[src/rtl/core/luhn_pkg.sv]
package luhn_pkg;

	// Binary input and its decimal form. 2^54 stays below 10^17, so seventeen
	// BCD digits always hold the converted number.
	localparam int NUM_W      = 54;
	localparam int BCD_DIGITS = 17;
	localparam int BCD_W      = BCD_DIGITS * 4;

	// Shift-and-add-3 conversion: six bit steps per pipeline stage.
	localparam int STEPS_PER_STAGE = 6;
	localparam int DABBLE_STAGES   = NUM_W / STEPS_PER_STAGE;

	localparam int COUNT_W    = 5;
	localparam int HALF_SUM_W = 7;
	localparam int SUM_W      = 8;
	localparam int SUM_MAX    = 153;

	localparam int MAX_DIGITS_DEFAULT = 16;

	localparam logic [1:0] CLASS_INVALID    = 2'd0;
	localparam logic [1:0] CLASS_AMEX       = 2'd1;
	localparam logic [1:0] CLASS_MASTERCARD = 2'd2;
	localparam logic [1:0] CLASS_VISA       = 2'd3;

	// Lengths and leading digits of the card families.
	localparam int AMEX_LEN       = 15;
	localparam int MC_LEN         = 16;
	localparam int VISA_SHORT_LEN = 13;
	localparam int VISA_LONG_LEN  = 16;

	localparam logic [3:0] AMEX_LEAD     = 4'd3;
	localparam logic [3:0] AMEX_SECOND_A = 4'd4;
	localparam logic [3:0] AMEX_SECOND_B = 4'd7;
	localparam logic [3:0] MC_LEAD       = 4'd5;
	localparam logic [3:0] MC_SECOND_MIN = 4'd1;
	localparam logic [3:0] MC_SECOND_MAX = 4'd5;
	localparam logic [3:0] VISA_LEAD     = 4'd4;

	typedef logic [BCD_DIGITS-1:0][3:0] bcd_t;

	typedef struct packed {
		logic [HALF_SUM_W-1:0] even_sum;
		logic [HALF_SUM_W-1:0] odd_sum;
		logic [COUNT_W-1:0]    count;
		logic                  amex;
		logic                  master;
		logic                  visa;
	} luhn_sum_t;

	// Doubles a decimal digit and adds the two digits of the product.
	function automatic logic [3:0] luhn_double(input logic [3:0] d);
		logic [4:0] dbl;
		dbl = {d, 1'b0};
		return (dbl >= 5'd10) ? 4'(dbl - 5'd9) : dbl[3:0];
	endfunction

endpackage

[src/rtl/core/luhn_sum_stage.sv]
module luhn_sum_stage
	import luhn_pkg::*;
(
	input  logic      clk,
	input  logic      arst_n,
	input  logic      load,
	input  logic      prev_valid,
	input  bcd_t      prev_bcd,
	output logic      valid,
	output luhn_sum_t sum
);

	logic      valid_s2;
	luhn_sum_t sum_s2;
	luhn_sum_t sum_n;

	always_comb begin
		sum_n = '0;
		sum_n.count = COUNT_W'(1);
		for (int d = 0; d < BCD_DIGITS; d++) begin
			if (d % 2 == 0) begin
				sum_n.even_sum = sum_n.even_sum + HALF_SUM_W'(prev_bcd[d]);
			end else begin
				sum_n.odd_sum = sum_n.odd_sum + HALF_SUM_W'(luhn_double(prev_bcd[d]));
			end
			if (d > 0 && prev_bcd[d] != 4'd0) begin
				sum_n.count = COUNT_W'(d + 1);
			end
		end

		// Prefix tests look at fixed digit places for each family length.
		sum_n.amex = (sum_n.count == COUNT_W'(AMEX_LEN)) &&
			(prev_bcd[AMEX_LEN-1] == AMEX_LEAD) &&
			((prev_bcd[AMEX_LEN-2] == AMEX_SECOND_A) ||
			 (prev_bcd[AMEX_LEN-2] == AMEX_SECOND_B));
		sum_n.master = (sum_n.count == COUNT_W'(MC_LEN)) &&
			(prev_bcd[MC_LEN-1] == MC_LEAD) &&
			(prev_bcd[MC_LEN-2] >= MC_SECOND_MIN) &&
			(prev_bcd[MC_LEN-2] <= MC_SECOND_MAX);
		sum_n.visa = ((sum_n.count == COUNT_W'(VISA_SHORT_LEN)) &&
			 (prev_bcd[VISA_SHORT_LEN-1] == VISA_LEAD)) ||
			((sum_n.count == COUNT_W'(VISA_LONG_LEN)) &&
			 (prev_bcd[VISA_LONG_LEN-1] == VISA_LEAD));
	end

	always_ff @(posedge clk or negedge arst_n) begin
		if (!arst_n) begin
			valid_s2 <= 1'b0;
		end else if (load) begin
			valid_s2 <= prev_valid;
		end
	end

	always_ff @(posedge clk) begin
		if (load && prev_valid) begin
			sum_s2 <= sum_n;
		end
	end

	assign valid = valid_s2;
	assign sum   = sum_s2;

endmodule

[config.mk]
export PLATFORM = sky130hd
export DESIGN_NAME = luhn_sum_stage
export DESIGN_NICKNAME = d
export VERILOG_FILES = /design/src/rtl/core/luhn_pkg.sv /design/src/rtl/core/luhn_sum_stage.sv
export SDC_FILE = /design/constraint.sdc
export NUM_CORES = 1
export LEC_CHECK = 0
export BUFFER_PORTS_ARGS = -buffer_cell sky130_fd_sc_hd__buf_2
export CORE_UTILIZATION = 43
export CTS_CLUSTER_DIAMETER = 100
export CTS_CLUSTER_SIZE = 20
export DETAILED_ROUTE_END_ITERATION = 7
export MAX_ROUTING_LAYER = met4
export PLACE_DENSITY = 0.75
export SLEW_MARGIN = 25
export SYNTH_ARGS = -nofsm -noshare
export SYNTH_HDL_FRONTEND = slang
export SYNTH_SLANG_ARGS = --single-unit
export TNS_END_PERCENT = 30
[constraint.sdc]
create_clock -name clk -period 1.3 [get_ports clk]
set_input_delay 0 -clock clk [delete_from_list [all_inputs] [get_ports clk]]
set_output_delay 0 -clock clk [all_outputs]
set_load 0.01 [all_outputs]
[Word level (Yosys, flattened, before mapping)]
Cells that the tools add are included.
Word-level totals
  register bits after elaboration: 23
  input bits: 72
  output and inout bits: 23
  logic and storage cells: 99
Operators by class
  add/sub/neg operators: 23
  magnitude comparators: 10
  equality and inequality tests: 9
  muxes and demuxes: 24
  reduce and logical (&&, ||, !) cells: 26
Operators with widths (number)
  $mux 4: 16
  $reduce_bool 4->1: 16
  $add 7x4->7: 9
  $ge 5x4->1 const B: 8
  $sub 4x4->4 const B: 8
  $eq 4x3->1 const B: 5
  $add 6x4->7: 2
  $add 5x4->6: 2
  $mux 3: 4
  $add 4x4->5: 2
  $eq 5x4->1 const B: 2
  $mux 5: 2
  $logic_and 1x1->1: 8
  $eq 5x5->1 const B: 1
  $eq 4x2->1 const B: 1
  $ge 4x1->1 const B: 1
  $le 4x3->1 const B: 1
  $mux 2: 2
  $logic_or 1x1->1: 2

[Depth between registers and ports, before layout]
  word-level depth: 21
  mapped depth: 18

[Worst setup path before layout]
Ideal clock, no wire load.
  path type: input to register
  from: in prev_bcd[45] (netlist name)
  to: reg sum_s2, in the netlist sum[14] (data pin)
  library setup time: 254 ps
  data arrival time: 3892 ps
  data required time: 1046 ps
  setup slack: -2845 ps
  cell stages on the path: 15
  path buffers: 0
  cell sequence: inv_1 ha_1 nand2b_1 a21oi_1 mux2i_1 fa_1 fa_1 fa_1 inv_1 fa_1 inv_1 ha_1 fa_1 a21o_1 a21o_1
RTL lines
  from (decl): RTL line luhn_sum_stage.sv:8  | input bcd_t prev_bcd,
  to (signal assigned): RTL line luhn_sum_stage.sv:56  | sum_s2 <= sum_n;
  to (decl): RTL line luhn_sum_stage.sv:14  | luhn_sum_t sum_s2;

==> flow_metrics.tcl <==
set metrics [dict create \
    rsz0062_at_grt "true" \
    synth-simple-area-share_pct 13.0 \
    multiInputGateArea_sq_mm 0.00276 \
    synth_compound_area_share_pct 8.98 \
    wl_per_cell_um 13.9 \
    post-route-util_pct 72.6 \
    synth_top_flop_cell "edfxtp_1" \
    ys_types 38 \
    yosysWarnings 0 \
    crit_path_end "sum[14]" \
    grt_max_degree 23 \
    grt_pass1_vias 3014 \
    htree_levels 1 \
    crit_path_end_kind "flip-flop" \
    path_max_fanout 4 \
    timing.hold.ws_ns 0.00993 \
    io_buffer_count 94 \
    slew_headroom_pct 72.9 \
    clockRootBuffer "clkbuf_8" \
    drt_iter0_drc 89 \
    synthCells 322 \
    cts_tree "done" \
    r2r_cells 1 \
    synth_area_leader_cell "fa_1" \
    p_leak_nw 2.48 \
    dp_hpwl_um 7290 \
    crit_arrival_ns 3.66 \
    die-area_sq_mm 0.00797 \
    syn_nets 478 \
    fp.dieW_um 89.3 \
    ir_worst_vdd_mv 0.946 \
    synth_edf_count 22 \
    ys_seq_elements 23 \
    place_congestion 0.913 \
    nFillCells 526 \
    setup_viol 18 \
    cp.required_ns 1.32 \
    p_per_area_mw_per_mm2 1510 \
    viasPerCell 4.72 \
    syn_area_per_cell_sq_um 10.2 \
    nets 675 \
    drv_slew 0 \
    cts_sinks 23 \
    muxShareOfSynthArea_pct 0.955 \
    synthArstFlopShare_pct 4.35 \
    area_growth_pct 61.8 \
    max_clock_freq_mhz 274 \
    worst_pin_slew_ns 0.402 \
    rr_endpoint "valid" \
    initial_core_util_pct 44.9 \
    synth_top_area_share_pct 30.0 \
    reg2reg_slack_ns 0.55 \
    drc 0 \
    ys_top_cells_by_area "fa_1 30%, edfxtp_1 20%, ha_1 13%" \
    drive_above_1_share_pct 57.9 \
    power_mw 7.98 \
    fin_skew_ns 0 \
    syn_area_sq_mm 0.00327 \
    detailedRoute.firstPassIterationCount 4 \
    synth-xor-area-share_pct 3.48 \
    period_minus_slack_ns 3.64 \
    rows 31 \
    clockBufferDepth 2 \
    cts_inserted_buffers 3 \
    hold_viol_final 0 \
    crit_path_start "prev_bcd[61]" \
    grt_pass1_wl_um 13400 \
    drv_cap 0 \
    start_kind "input pin" \
    r2r_start "valid" \
    path_clk_slew_ns 0.08 \
    synthAdderAreaFrac_pct 43.3 \
    setup-tns-final_ns -22.40 \
    cpMaxStageDelayCell "fa_1" \
    synth_top_family_by_area "adder cells" \
    clock_latency_ns 0.26 \
    holdCritPathClass "input pin to flip-flop" \
    cp_common_cell "fa_1" \
    status "complete, but fails checks" \
    wl_um 8600 \
    die_h_um 89.3 \
    dpl_worst_slack_ns -2.76 \
    via_count 2914 \
    io_pins 95 \
    max_stage_delay_ns 0.51 \
    ant_nets 0 \
    antenna-diode-count 0 \
    seq_area_sq_um 686 \
    yosysSeqAreaShare_pct 20.9 \
    grt_usage_pct 23.4 \
    grt_overflow 0 \
    fin_crit_sh_pct 280 \
    setup_ws_ns -2.34 \
    violations "negative setup slack" \
    critical_path_class "input pin to flip-flop" \
    path_cells "buf_12 -> inv_12 -> ha_4 -> nand2b_4 -> a21oi_4 -> nor2_1 -> a21oi_2 -> fa_1 -> inv_2 -> fa_2 -> fa_1 -> inv_1 -> fa_1 -> inv_2 -> ha_4 -> fa_2 -> a21o_1 -> a21o_1" \
    core_sq_mm 0.00729 \
    antenna_found_initial 0 \
]
power by group:
part / internal (mW) / leakage, nW / switching, mW
logic: 3.11 / 2.25 / 3.04
clock network: 0.219 / 0.0228 / 0.214
registers: 1.36 / 0.213 / 0.0416
state kept, by name, indices dropped and copies added, names as in the netlist:
signal,count
sum,22
valid,1
kinds of logic (layout without fill, tap and decap cells):
logic type,Yosys count,count (layout)
AOI/OAI and AO/OA,46,46
buffers and inverters,81,277
xor gates and xnor gates,13,13
adders and majority gates,84,84
DFF,23,23
muxes,3,3
and+or+nand+nor,72,72
area by class of cell:
cell class | instances | area share (%)
Tap cell | 99 | 2.34
Multi-Input combinational cell | 218 | 52.1
Sequential cell | 23 | 12.9
Clock buffer | 4 | 0.850
Timing Repair Buffer | 192 | 25.2
Inverter | 81 | 6.50
cells in the final DEF (no fill, tap or decap), drive strengths merged, types with 6 or more instances in the layout:
| master | instances |
|---|---|
| edfxtp | 22 |
| nor2 | 9 |
| nand2b | 15 |
| xnor2 | 12 |
| ha | 35 |
| nand2 | 18 |
| inv | 81 |
| a21oi | 17 |
| fa | 49 |
| buf | 190 |
| o21ai | 12 |
| or4 | 6 |
critical path, delay by kind of cell:
kind | cells | cell delay [ns]
AOI/OAI and AO/OA | 4 | 0.63
adders and majority gates | 7 | 2.51
buffers and inverters | 5 | 0.28
and+or+nand+nor | 2 | 0.22
through the flow:
step | std cells | area (sq um)
2_1_floorplan | 322 | 3610
3_3_place_gp | 606 | 4880
3_5_place_dp | 606 | 4880
4_1_cts | 615 | 5190
5_1_grt | 617 | 5300
6_report | 617 | 5300
synth_stat cells (2+ instances only):
| library cell | instances |
|---|---|
| xnor2_1 | 12 |
| nand2b_1 | 15 |
| nor4_1 | 4 |
| or3b_2 | 4 |
| nor2_1 | 8 |
| nor3b_1 | 5 |
| a21o_1 | 5 |
| o21ai_0 | 12 |
| edfxtp_1 | 22 |
| or4_1 | 4 |
| nor3_1 | 4 |
| a21oi_1 | 17 |
| or4_4 | 2 |
| a31oi_1 | 3 |
| inv_1 | 81 |
| o211ai_1 | 2 |
| ha_1 | 35 |
| fa_1 | 49 |
| mux2i_1 | 2 |
| nand2_1 | 18 |
layer usage:
| metal | up-vias | share of wire, % | global-route usage [%] |
|---|---|---|---|
| met3 | 10 | 3.6 | 1.11 |
| met2 | 88 | 54 | 43.4 |
| met1 | 1377 | 41 | 27.7 |
| li1 | 1439 | - | - |
| met4 | 0 | 1.5 | 6.06 |
| met5 | - | 0 | - |
how the worst min path moves through the flow:
stage / cells after the start / startpoint / end / slack, ns
final: 2 / load / valid / 0.01
after global routing: 2 / load / valid / 0.01
after CTS: 2 / load / valid / 0.0009
after detailed placement: 1 / arst_n / valid / -0.22
after global placement: 1 / arst_n / valid / -0.23
after floorplan: 0 / arst_n / valid / -0.30
repair_timing:
item                                   in CTS  in global routing
endpoints found under the hold margin       2                  0
gates resized for setup                    58                 28
setup endpoints to repair                  19                 20
hold buffers                                2                  0
gates cloned                                0                  0
buffers inserted                            3                  2
pin swaps                                  25                 27
(Power assumes the default switching activity.)
