$ cat src/rtl/core/luhn_pkg.sv
package luhn_pkg;

	// Binary input and its decimal form. 2^54 stays below 10^17, so seventeen
	// BCD digits always hold the converted number.
	localparam int NUM_W      = 54;
	localparam int BCD_DIGITS = 17;
	localparam int BCD_W      = BCD_DIGITS * 4;

	// Shift-and-add-3 conversion: six bit steps per pipeline stage.
	localparam int STEPS_PER_STAGE = 6;
	localparam int DABBLE_STAGES   = NUM_W / STEPS_PER_STAGE;

	localparam int COUNT_W    = 5;
	localparam int HALF_SUM_W = 7;
	localparam int SUM_W      = 8;
	localparam int SUM_MAX    = 153;

	localparam int MAX_DIGITS_DEFAULT = 16;

	localparam logic [1:0] CLASS_INVALID    = 2'd0;
	localparam logic [1:0] CLASS_AMEX       = 2'd1;
	localparam logic [1:0] CLASS_MASTERCARD = 2'd2;
	localparam logic [1:0] CLASS_VISA       = 2'd3;

	// Lengths and leading digits of the card families.
	localparam int AMEX_LEN       = 15;
	localparam int MC_LEN         = 16;
	localparam int VISA_SHORT_LEN = 13;
	localparam int VISA_LONG_LEN  = 16;

	localparam logic [3:0] AMEX_LEAD     = 4'd3;
	localparam logic [3:0] AMEX_SECOND_A = 4'd4;
	localparam logic [3:0] AMEX_SECOND_B = 4'd7;
	localparam logic [3:0] MC_LEAD       = 4'd5;
	localparam logic [3:0] MC_SECOND_MIN = 4'd1;
	localparam logic [3:0] MC_SECOND_MAX = 4'd5;
	localparam logic [3:0] VISA_LEAD     = 4'd4;

	typedef logic [BCD_DIGITS-1:0][3:0] bcd_t;

	typedef struct packed {
		logic [HALF_SUM_W-1:0] even_sum;
		logic [HALF_SUM_W-1:0] odd_sum;
		logic [COUNT_W-1:0]    count;
		logic                  amex;
		logic                  master;
		logic                  visa;
	} luhn_sum_t;

	// Doubles a decimal digit and adds the two digits of the product.
	function automatic logic [3:0] luhn_double(input logic [3:0] d);
		logic [4:0] dbl;
		dbl = {d, 1'b0};
		return (dbl >= 5'd10) ? 4'(dbl - 5'd9) : dbl[3:0];
	endfunction

endpackage

$ cat src/rtl/core/luhn_class_stage.sv
module luhn_class_stage
	import luhn_pkg::*;
#(
	parameter int MAX_DIGITS = MAX_DIGITS_DEFAULT
) (
	input  logic               clk,
	input  logic               arst_n,
	input  logic               load,
	input  logic               prev_valid,
	input  luhn_sum_t          prev_sum,
	output logic               valid,
	output logic [1:0]         card_class,
	output logic               checksum_ok,
	output logic [COUNT_W-1:0] digit_count
);

	localparam logic [COUNT_W-1:0] COUNT_SAT = COUNT_W'(MAX_DIGITS + 1);

	logic               valid_s3;
	logic [1:0]         class_s3;
	logic               ok_s3;
	logic [COUNT_W-1:0] count_s3;
	logic [SUM_W-1:0]   total;
	logic               ok_n;
	logic [1:0]         class_n;
	logic [COUNT_W-1:0] count_n;

	always_comb begin
		total = SUM_W'(prev_sum.even_sum) + SUM_W'(prev_sum.odd_sum);
		// The sum never passes SUM_MAX, so a match against each multiple of ten
		// below it stands in for the remainder.
		ok_n = 1'b0;
		for (int k = 0; k * 10 <= SUM_MAX; k++) begin
			if (total == SUM_W'(k * 10)) begin
				ok_n = 1'b1;
			end
		end

		class_n = CLASS_INVALID;
		if (ok_n && prev_sum.count <= COUNT_W'(MAX_DIGITS)) begin
			if (prev_sum.amex) begin
				class_n = CLASS_AMEX;
			end else if (prev_sum.master) begin
				class_n = CLASS_MASTERCARD;
			end else if (prev_sum.visa) begin
				class_n = CLASS_VISA;
			end
		end

		count_n = (prev_sum.count > COUNT_SAT) ? COUNT_SAT : prev_sum.count;
	end

	always_ff @(posedge clk or negedge arst_n) begin
		if (!arst_n) begin
			valid_s3 <= 1'b0;
		end else if (load) begin
			valid_s3 <= prev_valid;
		end
	end

	always_ff @(posedge clk) begin
		if (load && prev_valid) begin
			class_s3 <= class_n;
			ok_s3    <= ok_n;
			count_s3 <= count_n;
		end
	end

	assign valid       = valid_s3;
	assign card_class  = class_s3;
	assign checksum_ok = ok_s3;
	assign digit_count = count_s3;

endmodule
$ cat config.mk
export PLATFORM = sky130hd
export DESIGN_NAME = luhn_class_stage
export DESIGN_NICKNAME = d
export VERILOG_FILES = /design/src/rtl/core/luhn_pkg.sv /design/src/rtl/core/luhn_class_stage.sv
export SDC_FILE = /design/constraint.sdc
export NUM_CORES = 1
export LEC_CHECK = 0
export ABC_AREA = 1
export BUFFER_PORTS_ARGS = -buffer_cell sky130_fd_sc_hd__buf_2
export CORE_MARGIN = 3
export CORE_UTILIZATION = 43
export DETAILED_ROUTE_END_ITERATION = 8
export HOLD_SLACK_MARGIN = 0.02
export PLACE_DENSITY = 0.76
export SYNTH_ARGS = -nofsm -noshare
export SYNTH_HDL_FRONTEND = slang
export SYNTH_SLANG_ARGS = --single-unit
$ cat constraint.sdc
create_clock -name clk -period 0.8 [get_ports clk]
set_input_delay 0.16 -clock clk [delete_from_list [all_inputs] [get_ports clk]]
set_output_delay 0.16 -clock clk [all_outputs]
set_load 0.01 [all_outputs]
== Yosys cells after proc, flatten, opt, wreduce, memory -nomap -nowiden ==
Index checks and enable logic that the tools add are counted.
Operators by class
  reduce and logical (&&, ||, !) cells: 4
  bitwise logic cells: 1
  multiplexer cells: 19
  magnitude comparators: 2
  $add $sub $neg: 1
  equality and inequality tests: 15
Operator list (count)
  8-bit by 7-bit == test with 1-bit output (second input constant): 6
  8-bit by 6-bit == test with 1-bit output (second input constant): 3
  8-bit == test (second input constant): 3
  1-bit two-way mux: 17
  8-bit by 5-bit == test with 1-bit output (second input constant): 2
  7-bit by 7-bit adder with 8-bit output: 1
  8-bit by 4-bit == test with 1-bit output (second input constant): 1
  8-bit logical NOT: 1
  5-bit greater-than comparator (second input constant): 1
  5-bit less-or-equal comparator (second input constant): 1
  2-bit two-way mux: 2
  1-bit logical AND: 2
  2-bit OR reduction: 1
  1-bit NOT: 1
Storage, ports and cells
  output and inout bits: 9
  register bits after elaboration: 9
  logic and storage cells: 47

== Logic depth before layout (Yosys ltp) ==
  depth after elaboration: 21
  gate-level depth with buffers: 16
  gate-level depth less buffers: 16

== Least setup slack after synthesis ==
Ideal clock, no wire load.
  path kind: input to register
  from: input port prev_sum[8] (netlist bit)
  to: register class_s3[1], in the netlist card_class[1], data pin
  data arrival time: 1680 ps
  buffers on the path: 0
  setup slack: -1135 ps
  required time: 545 ps
  stages on the path: 12
  cells stage by stage: ha_1 fa_1 xor2_1 inv_1 nand4_1 nand2_1 nand2_1 nand3_1 nand2_1 o21ai_2 nand2_2 nor2_1
On the way
  word-level cells in the longest chain between the ends: 21
Ends and longest elaborated chain
  start, declared: RTL line luhn_class_stage.sv:10  | input luhn_sum_t prev_sum,
  7-bit by 7-bit adder with 8-bit output *: RTL line luhn_class_stage.sv:29  | total = SUM_W'(prev_sum.even_sum) + SUM_W'(prev_sum.odd_sum);
  8-bit logical NOT: RTL line luhn_class_stage.sv:34  | if (total == SUM_W'(k * 10)) begin
  1-bit two-way mux (15 in series): RTL line luhn_class_stage.sv:34
  1-bit two-way mux *: RTL line luhn_class_stage.sv:34
  via ok_n: RTL line luhn_class_stage.sv:24  | logic ok_n;
  1-bit logical AND *: RTL line luhn_class_stage.sv:40  | if (ok_n && prev_sum.count <= COUNT_W'(MAX_DIGITS)) begin
  1-bit NOT (no line) *
  2-bit OR reduction (no line) *
  end signal, assigned: RTL line luhn_class_stage.sv:63  | class_s3 <= class_n;
  end, declared: RTL line luhn_class_stage.sv:20  | logic [1:0] class_s3;
The timed path passes the listed nets; every way through them passes the cells marked *.
A chain may end at the register's enable or synchronous reset.

== Worst setup path after layout ==
Ends and elaborated chain as after synthesis.

==> flow_summary.yaml <==
routing:
  drt_first_pass_iters: 4
  wirelength_mm: 2.206
  drtIter0Drc: 24
  viasPerCell: 4.898
  wl_per_cell_um: 10.71
  drc: 0
  num_vias: 1009
  final_antenna_net_count: 0
yosys:
  syn_area_um2: 888.4
  synth_top_family_by_area: "simple AND/OR/NAND/NOR gates"
  synth_common_cells: "40 x nand2_1, 24 x inv_1, 12 x nor2_1"
  yosysMostFrequentCell: "nand2_1"
  yosysSeqAreaShare_pct: 29.86
  synthXorXnorAreaFrac_pct: 0.9859
  yosys.area.top_type: "edfxtp_1"
  synth_edf_count: 8
  yosys_warnings: 0
  ys_seq_elements: 9
  synthAdderAreaFrac_pct: 12.11
  syn_inst: 133
  ys.flop_type: "edfxtp_1"
  synthSimpleGateAreaFrac_pct: 38.59
  muxShareOfSynthArea_pct: 0
  ys_types: 20
  syn-num-nets: 167
  async_flop_share_pct: 11.11
  synth.avg_cell_area_um2: 6.679
  synth_compound_area_share_pct: 7.887
  synth.top_cell.area_share_pct: 27.04
  synth_area_leaders: "edfxtp_1 27%, nand2_1 17%, inv_1 10%"
layout:
  stdcell_count: 206
  diodes: 0
  final_nets: 216
  area_growth_pct: 47.47
  drive_gt1_share_pct: 36.46
  final_util_pct: 71.22
timing:
  drv_slew: 0
  hold_viol_final: 0
  slew_headroom_pct: 80.52
  fmax_ghz: 0.5726
  fin_crit_sh_pct: 218.3
  finalSetupViolations: 12
  fin_crit_ps: 1747
  skew_ps: 0
  rsz0062_at_grt: "true"
  tns_ps: -3854
  setup_ws_ps: -946.6
  tightest_slew_ps: 291.9
die:
  start_util_pct: 48.30
  num_rows: 15
  pin_count: 35
  die_h_um: 51.45
  die_w_um: 51.45
  die-area_um2: 2647
  core_area_um2: 1839
global_routing:
  grt_max_degree: 9
  grt_pass1_wl_mm: 3.594
  grt-ovfl-total: 0
  antenna_found_initial: 0
  grt_pass1_vias: 905
  grt_usage_pct: 17.36
run:
  max_cap_violations: 0
worst_setup_path:
  start_kind: "input pin"
  cp_max_fo: 4
  worstPathRequired_ps: 920
  criticalPathCategory: "in2reg"
  crit_arrival_ps: 1860
  r2r_cells: 2
  endpoint_kind: "flop"
  r2r_start: "valid$_DFFE_PN0P_"
  regToRegSetupSlack_ps: 190
  rr_endpoint: "valid$_DFFE_PN0P_"
clocking:
  h-tree-depth: 1
  cts.sink_count: 9
  clk_pin_slew_worst_paths_ps: 60
  clock_latency_ps: 250
  numCtsBuffers: 3
  cts_tree: "done"
  clockRootBuffer: "clkbuf_4"
  clk_path_buf_depth: 2
outcome:
  outcome: "complete, but fails checks"
  violations: "negative setup slack"
power:
  leakagePower_nw: 0.6909
  vdd_drop_max_mv: 0.9938
  p_total_mw: 1.752
  powerDensity_nw_per_um2: 1337
hold_path:
  hold_depth: 2
  hp-class: "in2reg"
  hold_end: "valid$_DFFE_PN0P_"
  min_from: "load"
placement:
  hpwl_mm: 1.852
  dp_slack_ps: -1259
  gp_congestion: 0.8605
  port_buffers: 34
  dp_cells: 200
-- final cells by class --
| class | instances | area [um^2] |
|---|---|---|
| Clock buffer | 4 | 26.28 |
| Fill cell | 160 | 529.3 |
| Inverter | 24 | 90.09 |
| Multi-Input combinational cell | 99 | 619.3 |
| Sequential cell | 9 | 265.3 |
| Tap cell | 25 | 31.28 |
| Timing Repair Buffer | 45 | 277.8 |
-- logic make-up after synthesis --
family	count (synthesis)
and+or+nand+nor	78
AOI/OAI and AO/OA	12
adders and majority gates	8
xor gates and xnor gates	1
DFF	9
buffers and inverters	25
-- power by group --
group / internal, mW / switching [mW] / total (mW) / leakage [nW]
Clock: 0.191 / 0.143 / 0.334 / 0.0150
Combinational: 0.376 / 0.474 / 0.850 / 0.593
Sequential: 0.558 / 0.00954 / 0.567 / 0.0832
Total: 1.12 / 0.627 / 1.75 / 0.691
-- flip-flops by register name (all words and copies together) (netlist names) --
name	cells
digit_count	5
card_class	2
checksum_ok	1
valid	1
-- critical path, cell delays in order --
cell	delay, ps
buf_8	100
ha_4	150
fa_2	540
inv_2	50
nor2_4	100
nand4_1	130
nor2_1	120
nor2_1	50
nand2_1	60
nand2_1	70
o21ai_2	170
nand2_2	70
nor2_1	80
-- worst max-delay path by stage --
| stage | slack [ps] | startpoint | cells past startpoint | to |
|---|---|---|---|---|
| 3_3_place_gp | -1150 | prev_sum[8] | 13 | card_class[1]$_SDFFCE_PP0P_ |
| 2_1_floorplan | -950 | prev_sum[8] | 12 | card_class[1]$_SDFFCE_PP0P_ |
| 5_1_grt | -1040 | prev_sum[8] | 13 | card_class[1]$_SDFFCE_PP0P_ |
| 3_5_place_dp | -1260 | prev_sum[8] | 12 | card_class[1]$_SDFFCE_PP0P_ |
| 4_1_cts | -900 | prev_sum[15] | 12 | checksum_ok$_DFFE_PP_ |
| 6_report | -950 | prev_sum[8] | 13 | card_class[1]$_SDFFCE_PP0P_ |
-- per-stage QoR --
step                area (um^2)  hold WS [ps]
floorplan                 934.6        -135.6
global placement           1200        -65.75
detailed placement         1200        -62.02
CTS                        1279         114.0
global route               1310         117.0
finish                     1310         111.4
-- layer usage --
layer | wire length [um] | part of all wire [%] | GRT usage, % | vias up
li1 | - | - | - | 540
met5 | 0 | 0 | 0 | -
met2 | 1155 | 52 | 31.36 | 31
met1 | 950 | 43 | 21.94 | 438
met3 | 100 | 4.5 | 3.499 | 0
met4 | 0 | 0 | 1.310 | 0
-- cells in the final DEF, fill, tap and decap left out, drive strengths merged --
cell and count:
o21bai 1, o21ai 3, nand2 42, ha 7, a21oi 6, edfxtp 8
nor2 12, nand4 11, o31ai 1, nor3 1, dlygate4sd3 1, nand3 11
buf 44, a31oi 1, clkbuf 4, inv 24, dfrtp 1, xor2 1
fa 1, or2 1
-- repair_timing --
item / in CTS / in global routing
buffers inserted: 1 / 0
hold buffers: 1 / 0
hold endpoints to repair: 1 / 0
resized for setup: 7 / 6
endpoints found under the setup margin: 13 / 13
pin swaps: 14 / 3
No activity file was read; power rests on OpenSTA's default activity.
