==> config.mk <==
export PLATFORM = sky130hd
export DESIGN_NAME = luhn_dabble_stage
export DESIGN_NICKNAME = d
export VERILOG_FILES = /design/src/rtl/core/luhn_pkg.sv /design/src/rtl/core/luhn_dabble_stage.sv
export SDC_FILE = /design/constraint.sdc
export NUM_CORES = 1
export LEC_CHECK = 0
export BUFFER_PORTS_ARGS = -buffer_cell sky130_fd_sc_hd__buf_2
export CAP_MARGIN = 20
export CELL_PAD_IN_SITES_DETAIL_PLACEMENT = 0
export CELL_PAD_IN_SITES_GLOBAL_PLACEMENT = 1
export CORE_MARGIN = 2
export CORE_UTILIZATION = 47
export CTS_CLUSTER_SIZE = 28
export DETAILED_ROUTE_END_ITERATION = 16
export HOLD_SLACK_MARGIN = 0.03
export PLACE_DENSITY_LB_ADDON = 0.25
export SYNTH_ARGS = -nofsm -noshare
export SYNTH_HDL_FRONTEND = slang
export SYNTH_SLANG_ARGS = --single-unit
export TNS_END_PERCENT = 1
==> constraint.sdc <==
create_clock -name clk -period 1.23 [get_ports clk]
set_clock_uncertainty 0.05 [all_clocks]
set_input_delay 0.246 -clock clk [delete_from_list [all_inputs] [get_ports clk]]
set_output_delay 0.246 -clock clk [all_outputs]
set_load 0.01 [all_outputs]
==> src/rtl/core/luhn_pkg.sv <==
package luhn_pkg;

	// Binary input and its decimal form. 2^54 stays below 10^17, so seventeen
	// BCD digits always hold the converted number.
	localparam int NUM_W      = 54;
	localparam int BCD_DIGITS = 17;
	localparam int BCD_W      = BCD_DIGITS * 4;

	// Shift-and-add-3 conversion: six bit steps per pipeline stage.
	localparam int STEPS_PER_STAGE = 6;
	localparam int DABBLE_STAGES   = NUM_W / STEPS_PER_STAGE;

	localparam int COUNT_W    = 5;
	localparam int HALF_SUM_W = 7;
	localparam int SUM_W      = 8;
	localparam int SUM_MAX    = 153;

	localparam int MAX_DIGITS_DEFAULT = 16;

	localparam logic [1:0] CLASS_INVALID    = 2'd0;
	localparam logic [1:0] CLASS_AMEX       = 2'd1;
	localparam logic [1:0] CLASS_MASTERCARD = 2'd2;
	localparam logic [1:0] CLASS_VISA       = 2'd3;

	// Lengths and leading digits of the card families.
	localparam int AMEX_LEN       = 15;
	localparam int MC_LEN         = 16;
	localparam int VISA_SHORT_LEN = 13;
	localparam int VISA_LONG_LEN  = 16;

	localparam logic [3:0] AMEX_LEAD     = 4'd3;
	localparam logic [3:0] AMEX_SECOND_A = 4'd4;
	localparam logic [3:0] AMEX_SECOND_B = 4'd7;
	localparam logic [3:0] MC_LEAD       = 4'd5;
	localparam logic [3:0] MC_SECOND_MIN = 4'd1;
	localparam logic [3:0] MC_SECOND_MAX = 4'd5;
	localparam logic [3:0] VISA_LEAD     = 4'd4;

	typedef logic [BCD_DIGITS-1:0][3:0] bcd_t;

	typedef struct packed {
		logic [HALF_SUM_W-1:0] even_sum;
		logic [HALF_SUM_W-1:0] odd_sum;
		logic [COUNT_W-1:0]    count;
		logic                  amex;
		logic                  master;
		logic                  visa;
	} luhn_sum_t;

	// Doubles a decimal digit and adds the two digits of the product.
	function automatic logic [3:0] luhn_double(input logic [3:0] d);
		logic [4:0] dbl;
		dbl = {d, 1'b0};
		return (dbl >= 5'd10) ? 4'(dbl - 5'd9) : dbl[3:0];
	endfunction

endpackage

==> src/rtl/core/luhn_dabble_stage.sv <==
module luhn_dabble_stage
	import luhn_pkg::*;
(
	input  logic             clk,
	input  logic             arst_n,
	input  logic             load,
	input  logic             prev_valid,
	input  bcd_t             prev_bcd,
	input  logic [NUM_W-1:0] prev_bin,
	output logic             valid,
	output bcd_t             bcd,
	output logic [NUM_W-1:0] bin
);

	logic             valid_s1;
	bcd_t             bcd_s1;
	logic [NUM_W-1:0] bin_s1;
	bcd_t             bcd_n;
	logic [NUM_W-1:0] bin_n;
	logic [BCD_W:0]   shifted;

	// Each step adjusts every digit of five or more, then shifts one binary bit in.
	always_comb begin
		bcd_n   = prev_bcd;
		bin_n   = prev_bin;
		shifted = '0;
		for (int s = 0; s < STEPS_PER_STAGE; s++) begin
			for (int d = 0; d < BCD_DIGITS; d++) begin
				if (bcd_n[d] >= 4'd5) begin
					bcd_n[d] = bcd_n[d] + 4'd3;
				end
			end
			shifted = {bcd_n, bin_n[NUM_W-1]};
			bcd_n   = shifted[BCD_W-1:0];
			bin_n   = {bin_n[NUM_W-2:0], 1'b0};
		end
	end

	always_ff @(posedge clk or negedge arst_n) begin
		if (!arst_n) begin
			valid_s1 <= 1'b0;
		end else if (load) begin
			valid_s1 <= prev_valid;
		end
	end

	always_ff @(posedge clk) begin
		if (load && prev_valid) begin
			bcd_s1 <= bcd_n;
			bin_s1 <= bin_n;
		end
	end

	assign valid = valid_s1;
	assign bcd   = bcd_s1;
	assign bin   = bin_s1;

endmodule

Yosys cells after proc, flatten, opt, wreduce, memory -nomap -nowiden
Index checks and enable logic that the tools add are counted.

word-level totals
  flip-flop bits (word level) = 117
  input bits = 126
  output and inout port bits = 123
  word-level logic and storage cells = 326

cells by class
  add/sub/neg operators = 102
  $lt $le $gt $ge = 102
  mux-type cells = 102
  reduce and logical (&&, ||, !) cells = 1

operators with widths
  operator                                                               number
  4-bit by 3-bit >= comparator with 1-bit output, second input constant  102
  4-bit by 2-bit adder with 4-bit output, second input constant          96
  4-bit two-way mux                                                      96
  3-bit by 2-bit adder with 3-bit output, second input constant          6
  3-bit two-way mux                                                      6
  1-bit logical AND                                                      1

Logic depth before layout (Yosys ltp)
Gate-level depths: netlist (run 1).

  word-level depth = 12
  mapped depth = 29
  gate-level depth less buffers = 29

Worst setup path before layout (run 1)
OpenSTA, ideal clock, no wires.

  path type = in2reg
  from = in prev_bcd[49] (netlist name)
  to = reg bcd_s1, in the netlist bcd[57], data pin
  library setup time = 262 ps
  data arrival time = 5098 ps
  data required time = 918 ps
  slack = -4180 ps
  stages on the path = 24
  buffers on the path = 1
  path through = inv_1 ha_1 nand2b_1 a21oi_1 mux2i_1 o21ai_1 xor2_1 inv_2 ha_1 or3_1 a21bo_2 o21ai_1 xor2_1 clkbuf_1 ha_1 or3_1 a21boi_0 o22ai_1 a221oi_2 inv_1 o21ai_0 o21ai_0 a211oi_1 a21oi_1

RTL lines
  what                  RTL line                 text
  from (decl)           luhn_dabble_stage.sv:8   input bcd_t prev_bcd,
  to (signal assigned)  luhn_dabble_stage.sv:49  bcd_s1 <= bcd_n;
  to (decl)             luhn_dabble_stage.sv:16  bcd_t bcd_s1;

==> results of run 1 <==
==> synthesized netlist by cell type, types with 34 or more instances <==
cell type / number / share of area (%)
nand2b_1: 57 / 2.3
nand2_1: 167 / 4.1
o21ai_1: 34 / 1.1
nand3_1: 39 / 1.3
o21ai_0: 130 / 4.3
a21oi_1: 138 / 4.5
nor3_1: 47 / 1.5
edfxtp_1: 116 / 23
a31oi_1: 41 / 1.7
a211oi_1: 36 / 1.8
mux2i_1: 57 / 3.7
xnor2_1: 56 / 3.2
nor2_1: 192 / 4.7
inv_1: 111 / 2.7
ha_1: 85 / 7.0
==> report_power, final <==
group | internal [mW] | switching, mW | total (mW)
combinational | 23.3 | 23.7 | 47.0
clock | 2.83 | 2.27 | 5.10
sequential | 6.84 | 0.428 | 7.26
total | 33.0 | 26.4 | 59.4
==> metrics by stage <==
step                      worst slack (ns)  util (%)  total power [mW]
after floorplan                      -3.70         -              31.5
after global placement               -3.57      69.0              46.5
after detailed placement             -3.76      69.0              47.9
after CTS                            -2.93      76.9              56.6
after global routing                 -3.29      78.7              63.7
final                                -3.15      78.7              59.4
==> metal layers <==
layer	vias up	wire (um)	GRT usage (%)
met5	-	11	0
met4	2	1730	10.8
met3	144	2560	4.95
met2	588	27000	54.4
met1	8918	21800	34.6
li1	9126	-	-
==> worst min path at each step <==
stage	start	endpoint	slack, ns	depth (start not counted)
final	prev_bin[51]	bcd[3]	0.27	4
after floorplan	arst_n	valid	-0.1	0
after global routing	prev_bin[51]	bcd[3]	0.31	4
after detailed placement	arst_n	valid	-0.03	1
after global placement	arst_n	valid	-0.03	1
after CTS	prev_bin[51]	bcd[3]	0.25	4
==> cells by family (layout without fill, tap and decap cells) <==
kind of cell	after synthesis	count (layout)
simple gates	650	650
other cells	1	7
compound gates	678	678
xor+xnor	99	99
fa+ha+maj	94	94
mux	95	95
buf+inv	168	1178
flops	117	117
==> what timing repair did <==
item                       4_1_cts  5_1_grt
setup buffers                   54       16
cloned                           1        0
hold endpoints to repair        51        0
hold buffers                    53        0
setup endpoints to repair      184      184
gates resized for setup        250      100
pin swaps                      108       68
==> worst max-delay path, delay by kind of cell <==
family	cells	cell delay, ns
mux	1	0.09
compound gates	8	1.37
simple gates	6	0.99
buf+inv	13	1.63
fa+ha+maj	2	0.26
==> sequential cells by signal, indices dropped and copies added (netlist names) <==
register,flops
bcd,68
valid,1
bin,48
==> cell type report <==
cell class	count	area, um2	share of cell area (%)
Tap cell	402	503	2.01
Clock buffer	17	425	1.70
Clock inverter	15	146	0.586
Sequential cell	117	3510	14.1
Antenna cell	1	2.50	0.0100
Timing Repair Buffer	1022	7390	29.6
Inverter	124	503	2.01
Multi-Input combinational cell	1622	12500	50.0
==> summary.md, run 1 <==
| Metric | Value |
|---|---|
| Final Hold Viols | 0 |
| Final wirelength | 53100 um |
| Initial Util | 48.0% |
| Setup-violating endpoint count in the final report | 173 |
| Ports | 249 |
| Slowest cell on crit path | or3_4 |
| Nets | 3115 |
| Syn Std Cell Area | 15200 um2 |
| Compound-Gate Fraction of Synth Area | 30.6% |
| CP Class | in2reg |
| Clk slew on worst S/H paths | 0.06 ns |
| Maximum clock insertion buffer count | 2 |
| Post-synthesis cell type count | 106 |
| HPWL after DPL | 36500 um |
| Async S/R FF share, synth | 0.855% |
| Placed Cells | 3163 |
| Fin crit period | 4.38 ns |
| Clk sinks | 117 |
| YS warnings | 0 |
| Share of cells above drive strength 1 | 47.9% |
| Sequential area share after synthesis | 23.0% |
| Worst Setup Start Kind | primary input |
| Routed len/inst | 16.0 um |
| Mux contribution to synthesized area | 6.74% |
| Simple-gate area share of the yosys netlist | 20.7% |
| Ys flop type | edfxtp_1 |
| Number of flops mapped to enable cells by yosys | 116 |
| Vias in the first global route | 18400 |
| Clock Root Buffer | clkbuf_16 |
| Area Growth Syn to Fin | 63.9% |
| CP Launch Point | prev_bcd[29] |
| RR Startpoint | valid |
| DRT antenna net count | 0 |
| Fill cells | 2118 |
| Crit. End Element | flip-flop |
| GPL Wtd Cong | 0.894 |
| GRT Total Usage | 29.7% |
| WP data required | 1.44 ns |
| Critical Path AT | 4.58 ns |
| Maximum VDD drop | 1590 uV |
| Setup slack, reg-to-reg | 0.41 ns |
| Final worst setup slack | -3.15 ns |
| Synthesized area per cell | 8.01 um2 |
| Leakage | 11.2 nW |
| Max-slew violations | 0 |
| Initial DRC Count | 1133 |
| Fmax achieved | 0.228 GHz |
| Clock Latency Late Sink | 0.45 ns |
| Fin Hold WS | 0.266 ns |
| Cells after Synth | 1902 |
| Reg2reg path depth | 1 |
| FP Rows | 65 |
| # port buffers | 242 |
| FF-to-FF End | valid |
| Vias after detailed routing | 18800 |
| Synth Area in Adders | 7.59% |
| Placed inst area | 21900 um2 |
| CTS tree | built |
| Most frequent cells in the layout | buf_4 (716), buf_2 (227), nor2_1 (178) |
| Design area | 25000 um2 |
| Antenna violations before repair | 2 |
| Status | finished, violations left |
| Max-cap violations | 0 |
| Setup TNS | -184.16 ns |
| Max-Slew Margin vs Limit | 51.9% |
| GRT overflow | 0 |
| DIE AREA | 33900 um2 |
| Slew @ Worst Pin | 0.722 ns |
| Largest family of logic cells by synthesized area | compound AO/OA/AOI/OAI gates |
| Period Utilization, post-route | 356% |
| Most frequent CP cell | buf_4 |
| Core area | 31700 um2 |
| Layout Cells excl Fill | 3320 |
| H-tree depth | 4 |
| Die span in x | 184 um |
| Routed vias/inst | 5.66 |
| First-pass GRT wire length | 83900 um |
| First-pass DRT Iterations | 6 |
| RSZ-0062 raised after global routing | true |
| FF+latch count, synth | 117 |
| Slowest cell delay on critical path | 0.41 ns |
| Violated checks | negative setup slack |
| Pwr/cell area | 2380 nW/um2 |
| Drt drc | 0 |
| Post-Synth XOR/XNOR Area | 6.90% |
| Commonest non-fill, non-tap cell in the layout | buf_4 |
| CP Max Fanout | 5 |
| CTS Buf Count | 17 |
| CP Capture Point | bcd[34] |
| Die Y | 184 um |
| Largest net degree at the start of global routing | 35 |
| HP Class | in2reg |
Note: power is estimated with default switching activity, not from simulation.
==> run 2, diff against run 1 <==
--- a/config.mk
+++ b/config.mk
@@ -14,7 +14,7 @@
 export CTS_CLUSTER_SIZE = 28
 export DETAILED_ROUTE_END_ITERATION = 16
 export HOLD_SLACK_MARGIN = 0.03
-export PLACE_DENSITY_LB_ADDON = 0.25
+export PLACE_DENSITY_LB_ADDON = 0.3
 export SYNTH_ARGS = -nofsm -noshare
 export SYNTH_HDL_FRONTEND = slang
 export SYNTH_SLANG_ARGS = --single-unit
==> summary.md, run 2 (synthesized netlist as in run 1, its figures left out) <==
| Metric | Value |
|---|---|
| GRT overflow | 0 (unchanged) |
| Footprint of the multi-input gates | 12800 um2 (was 12500 um2) |
| Largest net degree at the start of global routing | 58 (was 35) |
| Initial DRC Count | 1508 (was 1133) |
| Final wirelength | 57300 um (was 53100 um) |
| Antenna violations before repair | 3 (was 2) |
| First-pass GRT wire length | 84100 um (was 83900 um) |
| Commonest non-fill, non-tap cell in the layout | buf_4 (unchanged) |
| H-tree depth | 4 (unchanged) |
| Pwr Total | 61.8 mW (was 59.4 mW) |
| Fill cells | 1941 (was 2118) |
| Register area | 3510 um2 (unchanged) |
| Most frequent cells in the layout | buf_4 (732), buf_2 (222), nor2_1 (176) (was buf_4 (716), buf_2 (227), nor2_1 (178)) |
| Final Hold Viols | 0 (unchanged) |
| Critical Path AT | 4.58 ns (about the same) |
| Leakage | 11.4 nW (was 11.2 nW) |
| Status | finished, violations left (unchanged) |
| Drt drc | 0 (unchanged) |
| Placed Cells | 3191 (was 3163) |
| Global routing's busiest layer | met2 (unchanged) |
| RSZ-0062 raised after global routing | true (unchanged) |
| Initial Util | 48.0% (unchanged) |
| Largest register FFs | 68 (unchanged) |
| Fin Hold WS | 0.0686 ns (was 0.266 ns) |
| Ports | 249 (unchanged) |
| Met2 Use GR | 54.5% (was 54.4%) |
| Nets | 3136 (was 3115) |
| Vias after detailed routing | 19300 (was 18800) |
| Routed len/inst | 17.2 um (was 16.0 um) |
| Setup slack, reg-to-reg | 0.43 ns (was 0.41 ns) |
| Clk slew on worst S/H paths | 0.06 ns (about the same) |
| FP Rows | 65 (unchanged) |
| Crit. End Element | flip-flop (unchanged) |
| HP Class | in2async (was in2reg) |
| CP Capture Point | bcd[34] (unchanged) |
| GRT Total Usage | 29.7% (about the same) |
| Die Y | 184 um (unchanged) |
| Core area | 31700 um2 (unchanged) |
| Max-slew violations | 0 (unchanged) |
| Worst Setup Start Kind | primary input (unchanged) |
| Period Utilization, post-route | 362% (was 356%) |
| DRT antenna net count | 0 (unchanged) |
| GRT met3 Usage | 5.45% (was 4.95%) |
| Share of cells above drive strength 1 | 49.7% (was 47.9%) |
| Area Growth Syn to Fin | 67.3% (was 63.9%) |
| Maximum VDD drop | 1660 uV (was 1590 uV) |
| Max-Slew Margin vs Limit | 57.3% (was 51.9%) |
| CTS tree | built (unchanged) |
| First-pass DRT Iterations | 7 (was 6) |
| Violated checks | negative setup slack (unchanged) |
| Layout Cells excl Fill | 3341 (was 3320) |
| Vias in the first global route | 18300 (was 18400) |
| Maximum clock insertion buffer count | 2 (unchanged) |
| Fin crit period | 4.45 ns (was 4.38 ns) |
| # port buffers | 242 (unchanged) |
| Design area | 25500 um2 (was 25000 um2) |
| Setup-violating endpoint count in the final report | 177 (was 173) |
| CP Max Fanout | 5 (unchanged) |
| Routed vias/inst | 5.79 (was 5.66) |
| Placed inst area | 22100 um2 (was 21900 um2) |
| DIE AREA | 33900 um2 (unchanged) |
| Met1 Use GR | 34.4% (was 34.6%) |
| Clock Latency Late Sink | 0.44 ns (was 0.45 ns) |
| HPWL after DPL | 36200 um (was 36500 um) |
| Final worst setup slack | -3.22 ns (was -3.15 ns) |
| Reg2reg path depth | 1 (unchanged) |
| Max-cap violations | 0 (unchanged) |
| CP Launch Point | prev_bcd[33] (was prev_bcd[29]) |
| FF-to-FF End | valid (unchanged) |
| Final core utilization | 80.4% (was 78.7%) |
| Clk sinks | 117 (unchanged) |
| Die span in x | 184 um (unchanged) |
| Pwr/cell area | 2420 nW/um2 (was 2380 nW/um2) |
| CP Class | in2reg (unchanged) |
| CTS Buf Count | 17 (unchanged) |
| Slew @ Worst Pin | 0.638 ns (was 0.722 ns) |
| Slowest cell on crit path | a221oi_2 (was or3_4) |
| RR Startpoint | valid (unchanged) |
| GPL Wtd Cong | 0.893 (was 0.894) |
| Clock Root Buffer | clkbuf_16 (unchanged) |
| Fmax achieved | 0.225 GHz (was 0.228 GHz) |
| WP data required | 1.36 ns (was 1.44 ns) |
| Slowest cell delay on critical path | 0.29 ns (was 0.41 ns) |
run 2: cell types whose count changed in the layout (fill, tap and decap cells not counted), sizes merged:
| cell | change |
|---|---|
| dlygate4sd3 | -2 |
| clkinvlp | -1 |
| bufinv | +3 |
| buf | +23 |
| inv | -2 |
run 2: final cells by class:
type                    instances  share of cell area (%)
multi-input cells            1622                    50.0
repair buffers               1043                    29.8
flip-flops and latches        117                    13.8
well taps                     402                    1.97
inverters                     124                    1.94
clock buffers                  17                    1.67
clock inverters                15                   0.785
diodes                          1                 0.00982
run 2: how the worst min path moves through the flow:
stage,endpoint,slack (ns),depth (start not counted)
after global placement,valid,-0.03,1
after CTS,valid,0.04,2
after global routing,valid,0.07,2
after detailed placement,valid,-0.03,1
final,valid,0.07,2
after floorplan,valid,-0.1,0
run 2: worst max-delay path, delay by kind of cell:
kind	cells	cell delay, ns
compound gates	11	2.09
buf+inv	9	1.13
simple gates	5	0.56
fa+ha+maj	3	0.54
run 2: timing repair:
item	in CTS	in global routing
cloned	1	0
resized for setup	237	182
buffers inserted	43	22
endpoints found under the setup margin	184	184
endpoints found under the hold margin	51	0
hold buffers	51	0
pin swaps	121	102
run 2: through the flow:
stage	setup slack (ns)	setup TNS, ns
after CTS	-2.93	-183.11
after floorplan	-3.70	-465.36
after global routing	-3.53	-207.06
final	-3.22	-187.19
after global placement	-3.55	-212.11
after detailed placement	-3.75	-222.04
run 2: power breakdown:
group	total (mW)	switching (mW)	internal (mW)
clock	5.56	2.16	3.40
sequential	7.29	0.448	6.84
combinational	49.0	24.8	24.2
run 2: metal layers:
layer | vias to the layer above | wire length [um]
met1 | 9167 | 22400
met3 | 235 | 3450
li1 | 9164 | -
met4 | 4 | 2520
met2 | 779 | 28900
met5 | - | 24
